==> src/sixel_glyph_row_decoder_core_macros.svh <==
// Assertion helpers shared by the decoder modules.
// Each macro expands to one labeled concurrent assertion clocked on clk,
// disabled while rst is high.
`ifndef SIXEL_GLYPH_ROW_DECODER_CORE_MACROS_SVH
`define SIXEL_GLYPH_ROW_DECODER_CORE_MACROS_SVH

// Same-cycle implication.
`define SGRD_ASSERT_IMP(label, ante, cons) \
  label: assert property (@(posedge clk) disable iff (rst) (ante) |-> (cons)) \
    else $error("sgrd assertion failed");

// Next-cycle implication.
`define SGRD_ASSERT_NEXT(label, ante, cons) \
  label: assert property (@(posedge clk) disable iff (rst) (ante) |=> (cons)) \
    else $error("sgrd assertion failed");

`endif

==> src/sgrd_pkg.sv <==
`default_nettype none

package sgrd_pkg;

  localparam int MAX_WIDTH  = 15;
  localparam int MAX_HEIGHT = 12;
  localparam int BAND_ROWS  = 6;

  localparam int QUEUE_AW    = 2;
  localparam int QUEUE_DEPTH = 1 << QUEUE_AW;

  // byte codes
  localparam logic [7:0] CHAR_QMARK = 8'h3F;
  localparam logic [7:0] CHAR_TILDE = 8'h7E;
  localparam logic [7:0] CHAR_SLASH = 8'h2F;
  localparam logic [7:0] CHAR_SEMI  = 8'h3B;
  localparam logic [7:0] CHAR_BEL   = 8'h07;
  localparam logic [7:0] HIGH_LIMIT = 8'd128;

  localparam logic [6:0] GLYPH_LIMIT = 7'd96;
  localparam logic [4:0] LOWER_BASE  = 5'd16;

  localparam logic [3:0] RESET_WIDTH  = 4'd15;
  localparam logic [3:0] RESET_HEIGHT = 4'd12;
  localparam logic [6:0] RESET_START  = 7'd1;

  typedef enum logic [1:0] {
    REG_WIDTH  = 2'd0,
    REG_HEIGHT = 2'd1,
    REG_START  = 2'd2
  } cfg_reg_t;

  typedef enum logic {
    CMD_FILL  = 1'b0,
    CMD_CLOSE = 1'b1
  } cmd_kind_t;

  // front to back request
  typedef struct packed {
    cmd_kind_t   kind;
    logic [4:0]  addr;   // column slot, bit 4 selects the lower band
    logic [5:0]  data;   // sixel bits, LSB on top
    logic [6:0]  gnum;
    logic        done;
    logic [6:0]  owed;
  } cmd_t;

  // clamped glyph geometry
  typedef struct packed {
    logic [3:0] width;
    logic [3:0] height;
  } geom_t;

  function automatic logic [3:0] eff_width(input logic [3:0] w);
    logic [3:0] r;
    r = w;
    if (r < 4'd5) r = 4'd5;
    if (r > 4'(MAX_WIDTH)) r = 4'(MAX_WIDTH);
    return r;
  endfunction

  function automatic logic [3:0] eff_height(input logic [3:0] h);
    logic [3:0] r;
    r = h;
    if (r == 4'd0) r = 4'd1;
    if (r > 4'(MAX_HEIGHT)) r = 4'(MAX_HEIGHT);
    return r;
  endfunction

  function automatic logic [6:0] glyph_total(input logic [6:0] s);
    logic [6:0] r;
    r = s;
    if (r == 7'd0) r = 7'd1;
    if (r > GLYPH_LIMIT - 7'd1) r = GLYPH_LIMIT - 7'd1;
    return GLYPH_LIMIT - r;
  endfunction

endpackage

`default_nettype wire

==> src/sgrd_queue.sv <==
`default_nettype none

module sgrd_queue (
  input  wire logic          clk,
  input  wire logic          rst,
  input  wire logic          push,
  input  wire sgrd_pkg::cmd_t push_cmd,
  input  wire logic          pop,
  output logic               full,
  output logic               empty,
  output sgrd_pkg::cmd_t     head
);

  `include "sixel_glyph_row_decoder_core_macros.svh"

  sgrd_pkg::cmd_t mem [sgrd_pkg::QUEUE_DEPTH];
  logic [sgrd_pkg::QUEUE_AW-1:0] wr_ptr;
  logic [sgrd_pkg::QUEUE_AW-1:0] rd_ptr;
  logic [sgrd_pkg::QUEUE_AW:0]   count;

  assign full  = (count == (sgrd_pkg::QUEUE_AW+1)'(sgrd_pkg::QUEUE_DEPTH));
  assign empty = (count == '0);
  assign head  = mem[rd_ptr];

  always_ff @(posedge clk) begin
    if (push) begin
      mem[wr_ptr] <= push_cmd;
    end
  end

  always_ff @(posedge clk) begin
    if (rst) begin
      wr_ptr <= '0;
      rd_ptr <= '0;
      count  <= '0;
    end else begin
      if (push) wr_ptr <= wr_ptr + 1'b1;
      if (pop)  rd_ptr <= rd_ptr + 1'b1;
      if (push && !pop) begin
        count <= count + 1'b1;
      end else if (pop && !push) begin
        count <= count - 1'b1;
      end
    end
  end

  `SGRD_ASSERT_NEXT(a_queue_grows, push && !pop, count == $past(count) + 1'b1)

endmodule

`default_nettype wire

==> src/sgrd_front.sv <==
`default_nettype none

module sgrd_front (
  input  wire logic          clk,
  input  wire logic          rst,
  input  wire logic          s_tvalid,
  output logic               s_tready,
  input  wire logic [7:0]    s_tdata,
  input  wire logic          s_tlast,
  input  wire logic          cfg_we,
  input  wire logic [1:0]    cfg_index,
  input  wire logic [6:0]    cfg_data,
  input  wire logic          q_full,
  output logic               q_push,
  output sgrd_pkg::cmd_t     q_cmd,
  output sgrd_pkg::geom_t    geom
);

  `include "sixel_glyph_row_decoder_core_macros.svh"

  logic [3:0] width_reg;
  logic [3:0] height_reg;
  logic [6:0] start_reg;
  logic [4:0] fill_index;
  logic [6:0] remaining;
  logic       finished;

  logic       accept;
  logic       halted;
  logic       is_stop;
  logic       is_close;
  logic       is_slash;
  logic       is_sixel;
  logic       room;
  logic [6:0] rem_dec;
  logic       done;
  logic [7:0] sixel_val;

  assign geom.width  = sgrd_pkg::eff_width(width_reg);
  assign geom.height = sgrd_pkg::eff_height(height_reg);

  assign s_tready = !q_full;
  assign accept   = s_tvalid && s_tready;
  assign halted   = finished || (remaining == 7'd0);

  // classify
  assign is_stop  = s_tlast || (s_tdata == sgrd_pkg::CHAR_BEL) ||
                    (s_tdata > sgrd_pkg::HIGH_LIMIT);
  assign is_close = is_stop || (s_tdata == sgrd_pkg::CHAR_SEMI);
  assign is_slash = (s_tdata == sgrd_pkg::CHAR_SLASH);
  assign is_sixel = (s_tdata >= sgrd_pkg::CHAR_QMARK) && (s_tdata <= sgrd_pkg::CHAR_TILDE);
  assign room     = (fill_index[3:0] < geom.width);

  assign rem_dec   = remaining - 7'd1;
  assign done      = is_stop || (rem_dec == 7'd0);
  assign sixel_val = s_tdata - sgrd_pkg::CHAR_QMARK;

  assign q_push = accept && !halted && (is_close || (is_sixel && room));

  always_comb begin
    q_cmd.kind = is_close ? sgrd_pkg::CMD_CLOSE : sgrd_pkg::CMD_FILL;
    q_cmd.addr = fill_index;
    q_cmd.data = sixel_val[5:0];
    q_cmd.gnum = sgrd_pkg::glyph_total(start_reg) - remaining;
    q_cmd.done = done;
    q_cmd.owed = is_stop ? rem_dec : 7'd0;
  end

  always_ff @(posedge clk) begin
    if (rst) begin
      width_reg  <= sgrd_pkg::RESET_WIDTH;
      height_reg <= sgrd_pkg::RESET_HEIGHT;
      start_reg  <= sgrd_pkg::RESET_START;
      fill_index <= '0;
      remaining  <= sgrd_pkg::glyph_total(sgrd_pkg::RESET_START);
      finished   <= 1'b0;
    end else begin
      if (accept) begin
        if (halted) begin
          finished <= 1'b1;
        end else if (is_close) begin
          remaining  <= rem_dec;
          fill_index <= '0;
          if (done) finished <= 1'b1;
        end else if (is_slash) begin
          fill_index <= sgrd_pkg::LOWER_BASE;
        end else if (is_sixel && room) begin
          fill_index <= fill_index + 5'd1;
        end
      end
      if (cfg_we) begin
        case (cfg_index)
          sgrd_pkg::REG_WIDTH: begin
            width_reg <= cfg_data[3:0];
          end
          sgrd_pkg::REG_HEIGHT: begin
            height_reg <= cfg_data[3:0];
          end
          sgrd_pkg::REG_START: begin
            start_reg <= cfg_data;
            remaining <= sgrd_pkg::glyph_total(cfg_data);
          end
          default: begin
          end
        endcase
      end
    end
  end

  `SGRD_ASSERT_IMP(a_no_push_after_end, finished, !q_push)

endmodule

`default_nettype wire

==> src/sgrd_back.sv <==
`default_nettype none

module sgrd_back (
  input  wire logic          clk,
  input  wire logic          rst,
  input  wire logic          q_empty,
  input  wire sgrd_pkg::cmd_t q_head,
  output logic               q_pop,
  input  wire sgrd_pkg::geom_t geom,
  output logic               m_tvalid,
  input  wire logic          m_tready,
  output logic [39:0]        m_tdata,
  output logic               m_tlast,
  output logic               m_tuser
);

  `include "sixel_glyph_row_decoder_core_macros.svh"

  typedef enum logic [1:0] {
    ST_IDLE = 2'b01,
    ST_EMIT = 2'b10
  } state_t;

  state_t     state;
  logic [3:0] row_idx;
  logic [6:0] gnum_q;
  logic       done_q;
  logic [6:0] owed_q;

  logic [5:0] upper [sgrd_pkg::MAX_WIDTH];
  logic [5:0] lower [sgrd_pkg::MAX_WIDTH];

  logic                          load;
  logic                          emit_row;
  logic                          last_now;
  logic                          in_lower;
  logic [2:0]                    bit_sel;
  logic [sgrd_pkg::MAX_WIDTH-1:0] row_bits;
  logic [3:0]                    row_m6;

  assign load     = !m_tvalid || m_tready;
  assign q_pop    = (state == ST_IDLE) && !q_empty;
  assign emit_row = (state == ST_EMIT) && load;
  assign last_now = (row_idx == geom.height - 4'd1);

  // rows 6 and up come from the lower band
  assign in_lower = (row_idx >= 4'(sgrd_pkg::BAND_ROWS));
  assign row_m6   = row_idx - 4'(sgrd_pkg::BAND_ROWS);
  assign bit_sel  = in_lower ? row_m6[2:0] : row_idx[2:0];

  always_comb begin
    for (int x = 0; x < sgrd_pkg::MAX_WIDTH; x++) begin
      row_bits[x] = (4'(x) < geom.width) &&
                    (in_lower ? lower[x][bit_sel] : upper[x][bit_sel]);
    end
  end

  // column store
  always_ff @(posedge clk) begin
    if (rst || emit_row && last_now) begin
      for (int x = 0; x < sgrd_pkg::MAX_WIDTH; x++) begin
        upper[x] <= '0;
        lower[x] <= '0;
      end
    end else if (q_pop && q_head.kind == sgrd_pkg::CMD_FILL) begin
      if (q_head.addr[4]) begin
        lower[q_head.addr[3:0]] <= q_head.data;
      end else begin
        upper[q_head.addr[3:0]] <= q_head.data;
      end
    end
  end

  // sequencer
  always_ff @(posedge clk) begin
    if (rst) begin
      state   <= ST_IDLE;
      row_idx <= '0;
    end else begin
      case (state)
        ST_IDLE: begin
          if (q_pop && q_head.kind == sgrd_pkg::CMD_CLOSE) begin
            state   <= ST_EMIT;
            row_idx <= '0;
          end
        end
        ST_EMIT: begin
          if (emit_row) begin
            if (last_now) begin
              state <= ST_IDLE;
            end else begin
              row_idx <= row_idx + 4'd1;
            end
          end
        end
        default: begin
          state <= ST_IDLE;
        end
      endcase
    end
  end

  always_ff @(posedge clk) begin
    if (q_pop && q_head.kind == sgrd_pkg::CMD_CLOSE) begin
      gnum_q <= q_head.gnum;
      done_q <= q_head.done;
      owed_q <= q_head.owed;
    end
  end

  // output register
  always_ff @(posedge clk) begin
    if (rst) begin
      m_tvalid <= 1'b0;
    end else if (emit_row) begin
      m_tvalid <= 1'b1;
    end else if (m_tready) begin
      m_tvalid <= 1'b0;
    end
  end

  always_ff @(posedge clk) begin
    if (emit_row) begin
      m_tdata <= {7'd0, (last_now && done_q) ? owed_q : 7'd0, gnum_q, row_idx, row_bits};
      m_tlast <= last_now;
      m_tuser <= last_now && done_q;
    end
  end

  `SGRD_ASSERT_NEXT(a_emit_ends, emit_row && last_now, state == ST_IDLE)
  `SGRD_ASSERT_IMP(a_done_on_last, m_tvalid && m_tuser, m_tlast)
  `SGRD_ASSERT_IMP(a_pop_only_idle, q_pop, state == ST_IDLE && !q_empty)

endmodule

`default_nettype wire

==> src/sixel_glyph_row_decoder_core.sv <==
// Sixel soft-font glyph row decoder.
// Input stream (s_*): one font-body byte per request in s_tdata[7:0];
// s_tlast marks end of stream (the byte is then ignored). Sixel bytes fill
// glyph columns, '/' moves to the lower band, ';', BEL, bytes above 128 or
// end of stream close the glyph. Output stream (m_*): one request per glyph
// row, m_tlast on the glyph's final row, m_tuser on the final row once
// decoding has ended, with the count of blank glyphs still owed in tdata.
// Throughput: one byte per cycle unless the request queue is full. A glyph
// close passes the four-entry request queue and the sequencer, then sends
// glyph_height rows through the single output register, popping nothing
// more until its last row is loaded. The queue lets the byte side run while
// rows drain. When m_tready is low the row holds, the queue fills and then
// s_tready drops. Reset (synchronous rst) loads width 15, height 12, start
// 1, empties the queue and clears the column store. Configuration writes
// (cfg_we, cfg_index, cfg_data) are taken at once, no read-back.
`default_nettype none

module sixel_glyph_row_decoder_core (
  input  wire logic        clk,
  input  wire logic        rst,
  input  wire logic        s_tvalid,
  output logic             s_tready,
  input  wire logic [7:0]  s_tdata,   // [7:0] in_byte
  input  wire logic        s_tlast,   // end_of_stream
  output logic             m_tvalid,
  input  wire logic        m_tready,
  output logic [39:0]      m_tdata,   // [14:0] row_bits, [18:15] row_number,
                                      // [25:19] glyph_number,
                                      // [32:26] blank_glyphs_left, rest zero
  output logic             m_tlast,   // last_row
  output logic             m_tuser,   // [0] stream_done
  input  wire logic        cfg_we,
  input  wire logic [1:0]  cfg_index, // 0 width, 1 height, 2 start_char
  input  wire logic [6:0]  cfg_data
);

  logic            q_full;
  logic            q_empty;
  logic            q_push;
  logic            q_pop;
  sgrd_pkg::cmd_t  q_cmd;
  sgrd_pkg::cmd_t  q_head;
  sgrd_pkg::geom_t geom;

  // byte classifier, config registers, glyph bookkeeping
  sgrd_front u_front (
    .clk       (clk),
    .rst       (rst),
    .s_tvalid  (s_tvalid),
    .s_tready  (s_tready),
    .s_tdata   (s_tdata),
    .s_tlast   (s_tlast),
    .cfg_we    (cfg_we),
    .cfg_index (cfg_index),
    .cfg_data  (cfg_data),
    .q_full    (q_full),
    .q_push    (q_push),
    .q_cmd     (q_cmd),
    .geom      (geom)
  );

  // fill / close requests in order
  sgrd_queue u_queue (
    .clk      (clk),
    .rst      (rst),
    .push     (q_push),
    .push_cmd (q_cmd),
    .pop      (q_pop),
    .full     (q_full),
    .empty    (q_empty),
    .head     (q_head)
  );

  // column store and row emitter
  sgrd_back u_back (
    .clk      (clk),
    .rst      (rst),
    .q_empty  (q_empty),
    .q_head   (q_head),
    .q_pop    (q_pop),
    .geom     (geom),
    .m_tvalid (m_tvalid),
    .m_tready (m_tready),
    .m_tdata  (m_tdata),
    .m_tlast  (m_tlast),
    .m_tuser  (m_tuser)
  );

endmodule

`default_nettype wire

==> config.mk <==
export PLATFORM = sky130hd
export DESIGN_NAME = sixel_glyph_row_decoder_core
export DESIGN_NICKNAME = d
export VERILOG_FILES = /design/src/sgrd_pkg.sv /design/src/sgrd_queue.sv /design/src/sgrd_front.sv /design/src/sgrd_back.sv /design/src/sixel_glyph_row_decoder_core.sv
export VERILOG_INCLUDE_DIRS = /design/src /design/src/src
export SDC_FILE = /design/constraint.sdc
export NUM_CORES = 1
export LEC_CHECK = 0
export ABC_AREA = 1
export BUFFER_PORTS_ARGS = -buffer_cell sky130_fd_sc_hd__buf_4
export CAP_MARGIN = 5
export CORE_MARGIN = 3
export CORE_UTILIZATION = 49
export DETAILED_ROUTE_END_ITERATION = 16
export PLACE_DENSITY_LB_ADDON = 0.05
export SYNTH_ARGS = -nofsm -noshare
export SYNTH_HDL_FRONTEND = slang
export SYNTH_SLANG_ARGS = --single-unit
export TNS_END_PERCENT = 20
==> constraint.sdc <==
create_clock -name clk -period 3.1 [get_ports clk]
set_input_delay 0.31 -clock clk [delete_from_list [all_inputs] [get_ports clk]]
set_output_delay 0.31 -clock clk [all_outputs]
set_load 0.03 [all_outputs]
==> summary.md <==
• antenna violations before repair: 0
• Tightest Pin Transition: 0.974 ns
• gr ovfl total: 0
• floorplan die area: 36900 sq um
• critical path required time: 3.32 ns
• first element of the critical path: u_front.height_reg[2]
• multi-input logic area: 5200 sq um
• VDD IR max: 0.000733 V
• launch instance of the worst register-to-register path: u_front.height_reg[2]
• number of standard cells after synthesis: 1621
• count of buffers added by post-CTS timing repair for setup: 0
• max-cap violation count: 0
• H-tree levels: 2
• maximum buffer depth of the clock tree: 3
• number of pins exceeding their max-slew limit in the final report: 0
• worst r2r path cells: 17
• Critical R2R Capture: u_back.upper[13][1]
• number of stages on the worst hold path: 2
• worst rel slew slack: 34.6%
• Mean Syn Cell Area: 10.5 sq um
• highest achievable clock rate: 0.353 GHz
• total of endpoints with negative setup slack in the final report: 0
• sum of routed wire length over all layers: 40.6 mm
• standard-cell rows: 67
• Final GP Congestion: 0.811
• worst-case setup slack after placement: 0.208 ns
• WL/cell: 18.7 um
• LEAKAGE: 7.74 nW
• number of nets in the final layout: 1744
• clock transition at the registers of the reported paths: 0.06 ns
• highest net fanout along the worst path: 10
• global-route usage over all layers: 22.5%
• Syn Std Cell Area: 17000 sq um
• Placement Cell Area: 18100 sq um
• Final Critical Period: 2.84 ns
• ratio of routed vias to standard cells: 5.41
• Clock Tree Root: sky130_fd_sc_hd__clkbuf_16
• max FFs per register: 108
• number of detailed-routing iterations run before antenna repair: 5
• Finished Cell Area: 19400 sq um
• hold crit path type: input pin to flip-flop
• most frequently used cell type in the post-synthesis netlist: sky130_fd_sc_hd__edfxtp_1
• sequential element share of the synthesized area: 65.0%
• cell taking the most area after synthesis: sky130_fd_sc_hd__edfxtp_1
• number of hold buffers added after cts: 0
• main area contributors after synthesis: sky130_fd_sc_hd__edfxtp_1, sky130_fd_sc_hd__nor2_1, sky130_fd_sc_hd__nand2_1
• startpoint class of the critical path: flip-flop
• setup clock skew after layout: 0.0167 ns
• Hold EP: u_queue.wr_ptr[0]
• post-synthesis cell type count: 43
• Final Non-Filler Cells: 2168
• most used flip-flop cell after synthesis: sky130_fd_sc_hd__edfxtp_1
• initial cell density of the core: 50.1%
• r2r setup slk: 0.26 ns
• final standard cell utilization of the core: 57.3%
• Post-Place Cells: 2095
• Die Wd: 192 um
• total CTS buffers: 40
• core area: 33900 sq um
• share of synthesized flip-flops with an asynchronous set or reset: 0%
• Post-synth EDFFs: 338
• largest register by flop count: u_queue.mem
• Setup Crit Path Kind: flip-flop to flip-flop
• final hold violations: 0
• final period utilization: 91.5%
• boundary pin count: 67
• vias post-DR: 11700
• worst path setup slack after routing: 0.265 ns
• FILL cells: 2905
• clock tree from TritonCTS: done
• power density relative to cell area: 743 nW/um^2
• synthesis warning total: 0
• Commonest cells post-synth: sky130_fd_sc_hd__edfxtp_1, sky130_fd_sc_hd__nor2_1, sky130_fd_sc_hd__nand2_1, sky130_fd_sc_hd__inv_1, sky130_fd_sc_hd__o21ai_0
• start point of the worst hold path: rst
• HPWL Detailed: 24.9 mm
• storage element area: 11000 sq um
• unrepaired setup endpoints after global routing: false
• arrival time at the worst endpoint: 3.05 ns
• Syn-to-layout area delta: 14.3%
• detailed router's first-iteration violation count: 894
• die height: 192 um
• number of global-route vias before repair: 11200
• share of cells above drive strength 1: 12.3%
• DRC violations left: 0
• wire length of the first global-routing pass: 63.6 mm
• flops & latches, synth: 382
• maximum number of pins on one net before global-route repair: 83
• clock latency reported for the late side of the worst-skew pair: 0.54 ns
• biggest regs: u_queue.mem x108, u_back.lower x90, u_back.upper x90
• run status: completed
• # port buffers: 59
• share of Yosys cell area claimed by the top area cell type: 59.8%
• category of the worst setup path capture point: flip-flop
• count of antenna diodes in the layout: 0
• clock sink count: 382
• ANT nets after route: 0
-- repair_timing --
item,CTS,global route
endpoints found under the hold margin,0,0
gates resized for setup,0,3
endpoints found under the setup margin,0,17
-- cell families after synthesis --
| family | synth area share [%] |
|---|---|
| AOI/OAI and AO/OA | 9.32 |
| xor gates and xnor gates | 1.19 |
| adders and majority gates | 2.45 |
| buffers and inverters | 4.72 |
| DFF | 65.0 |
| muxes | 0.413 |
| other | 0.0221 |
| and+or+nand+nor | 16.9 |
-- cell usage in the layout (no fill, tap or decap), types with 5 or more instances in the layout --
cell / n
sky130_fd_sc_hd__clkinv_2: 10
sky130_fd_sc_hd__mux2i_1: 7
sky130_fd_sc_hd__o221ai_1: 10
sky130_fd_sc_hd__conb_1: 7
sky130_fd_sc_hd__nor2_2: 6
sky130_fd_sc_hd__dfxtp_1: 43
sky130_fd_sc_hd__edfxtp_1: 338
sky130_fd_sc_hd__nor2_1: 329
sky130_fd_sc_hd__inv_1: 105
sky130_fd_sc_hd__xor2_1: 18
sky130_fd_sc_hd__ha_1: 30
sky130_fd_sc_hd__clkbuf_16: 42
sky130_fd_sc_hd__nand4_1: 5
sky130_fd_sc_hd__a31oi_1: 5
sky130_fd_sc_hd__a32o_1: 21
sky130_fd_sc_hd__nand3_1: 50
sky130_fd_sc_hd__clkinv_1: 9
sky130_fd_sc_hd__nand2_2: 27
sky130_fd_sc_hd__buf_12: 7
sky130_fd_sc_hd__o22ai_1: 24
sky130_fd_sc_hd__inv_2: 5
sky130_fd_sc_hd__a22o_1: 5
sky130_fd_sc_hd__nand2_1: 279
sky130_fd_sc_hd__o21ai_0: 104
sky130_fd_sc_hd__xnor2_1: 5
sky130_fd_sc_hd__nor3_1: 13
sky130_fd_sc_hd__o211ai_1: 8
sky130_fd_sc_hd__a21oi_1: 72
sky130_fd_sc_hd__buf_4: 98
-- how the worst max path moves through the flow --
stage / to / slack (ns)
5_1_grt: u_back.lower[1][3] / 0.006
6_report: u_back.upper[13][1] / 0.26
3_3_place_gp: u_back.upper[14][4] / 0.29
4_1_cts: u_back.upper[14][4] / 0.21
2_1_floorplan: u_queue.mem[0][0] / -0.03
3_5_place_dp: u_back.upper[14][5] / 0.21
-- power breakdown --
part	switching (W)	internal [W]
combinational	0.00242	0.000802
clock	0.00196	0.00283
sequential	0.000170	0.00625
total	0.00455	0.00988
-- critical path, cell delays in order, from the launching register on --
cell and delay, ns:
sky130_fd_sc_hd__dfxtp_1 0.35, sky130_fd_sc_hd__nand2_1 0.10, sky130_fd_sc_hd__inv_1 0.04, sky130_fd_sc_hd__o21ai_0 0.24
sky130_fd_sc_hd__inv_1 0.08, sky130_fd_sc_hd__ha_1 0.21, sky130_fd_sc_hd__xnor2_1 0.13, sky130_fd_sc_hd__xor2_1 0.14
sky130_fd_sc_hd__nand2_1 0.06, sky130_fd_sc_hd__nor2_1 0.04, sky130_fd_sc_hd__nand2_1 0.09, sky130_fd_sc_hd__inv_2 0.07
sky130_fd_sc_hd__nand2_1 0.07, sky130_fd_sc_hd__nand2_2 0.10, sky130_fd_sc_hd__nor2_4 0.25, sky130_fd_sc_hd__buf_12 0.20
sky130_fd_sc_hd__nand2_2 0.11, sky130_fd_sc_hd__nand2_1 0.24
-- per-layer routing --
layer  up-vias  global-route usage, %  wire length, um
li1       5694                      -                -
met4         0                   5.72              786
met2       366                   34.4            18200
met5         -                      0                0
met3        59                   3.69             2950
met1      5619                   33.6            18600
-- through the flow --
stage	TNS [ns]	power [W]	hold WS, ns
2_1_floorplan	-3.47	0.00848	0.400
3_3_place_gp	0	0.00973	0.403
3_5_place_dp	0	0.00976	0.406
4_1_cts	0	0.0145	0.0188
5_1_grt	0	0.0151	0.0357
6_report	0	0.0144	0.0469
-- layout make-up --
| class | instances | share of cell area [%] |
|---|---|---|
| well taps | 448 | 2.89 |
| clock buffers | 45 | 5.52 |
| inverters | 111 | 2.15 |
| flip-flops and latches | 382 | 56.8 |
| clock inverters | 28 | 1.32 |
| multi-input cells | 1049 | 26.8 |
| repair buffers | 105 | 4.51 |
Note: power is estimated with default switching activity, not from simulation.
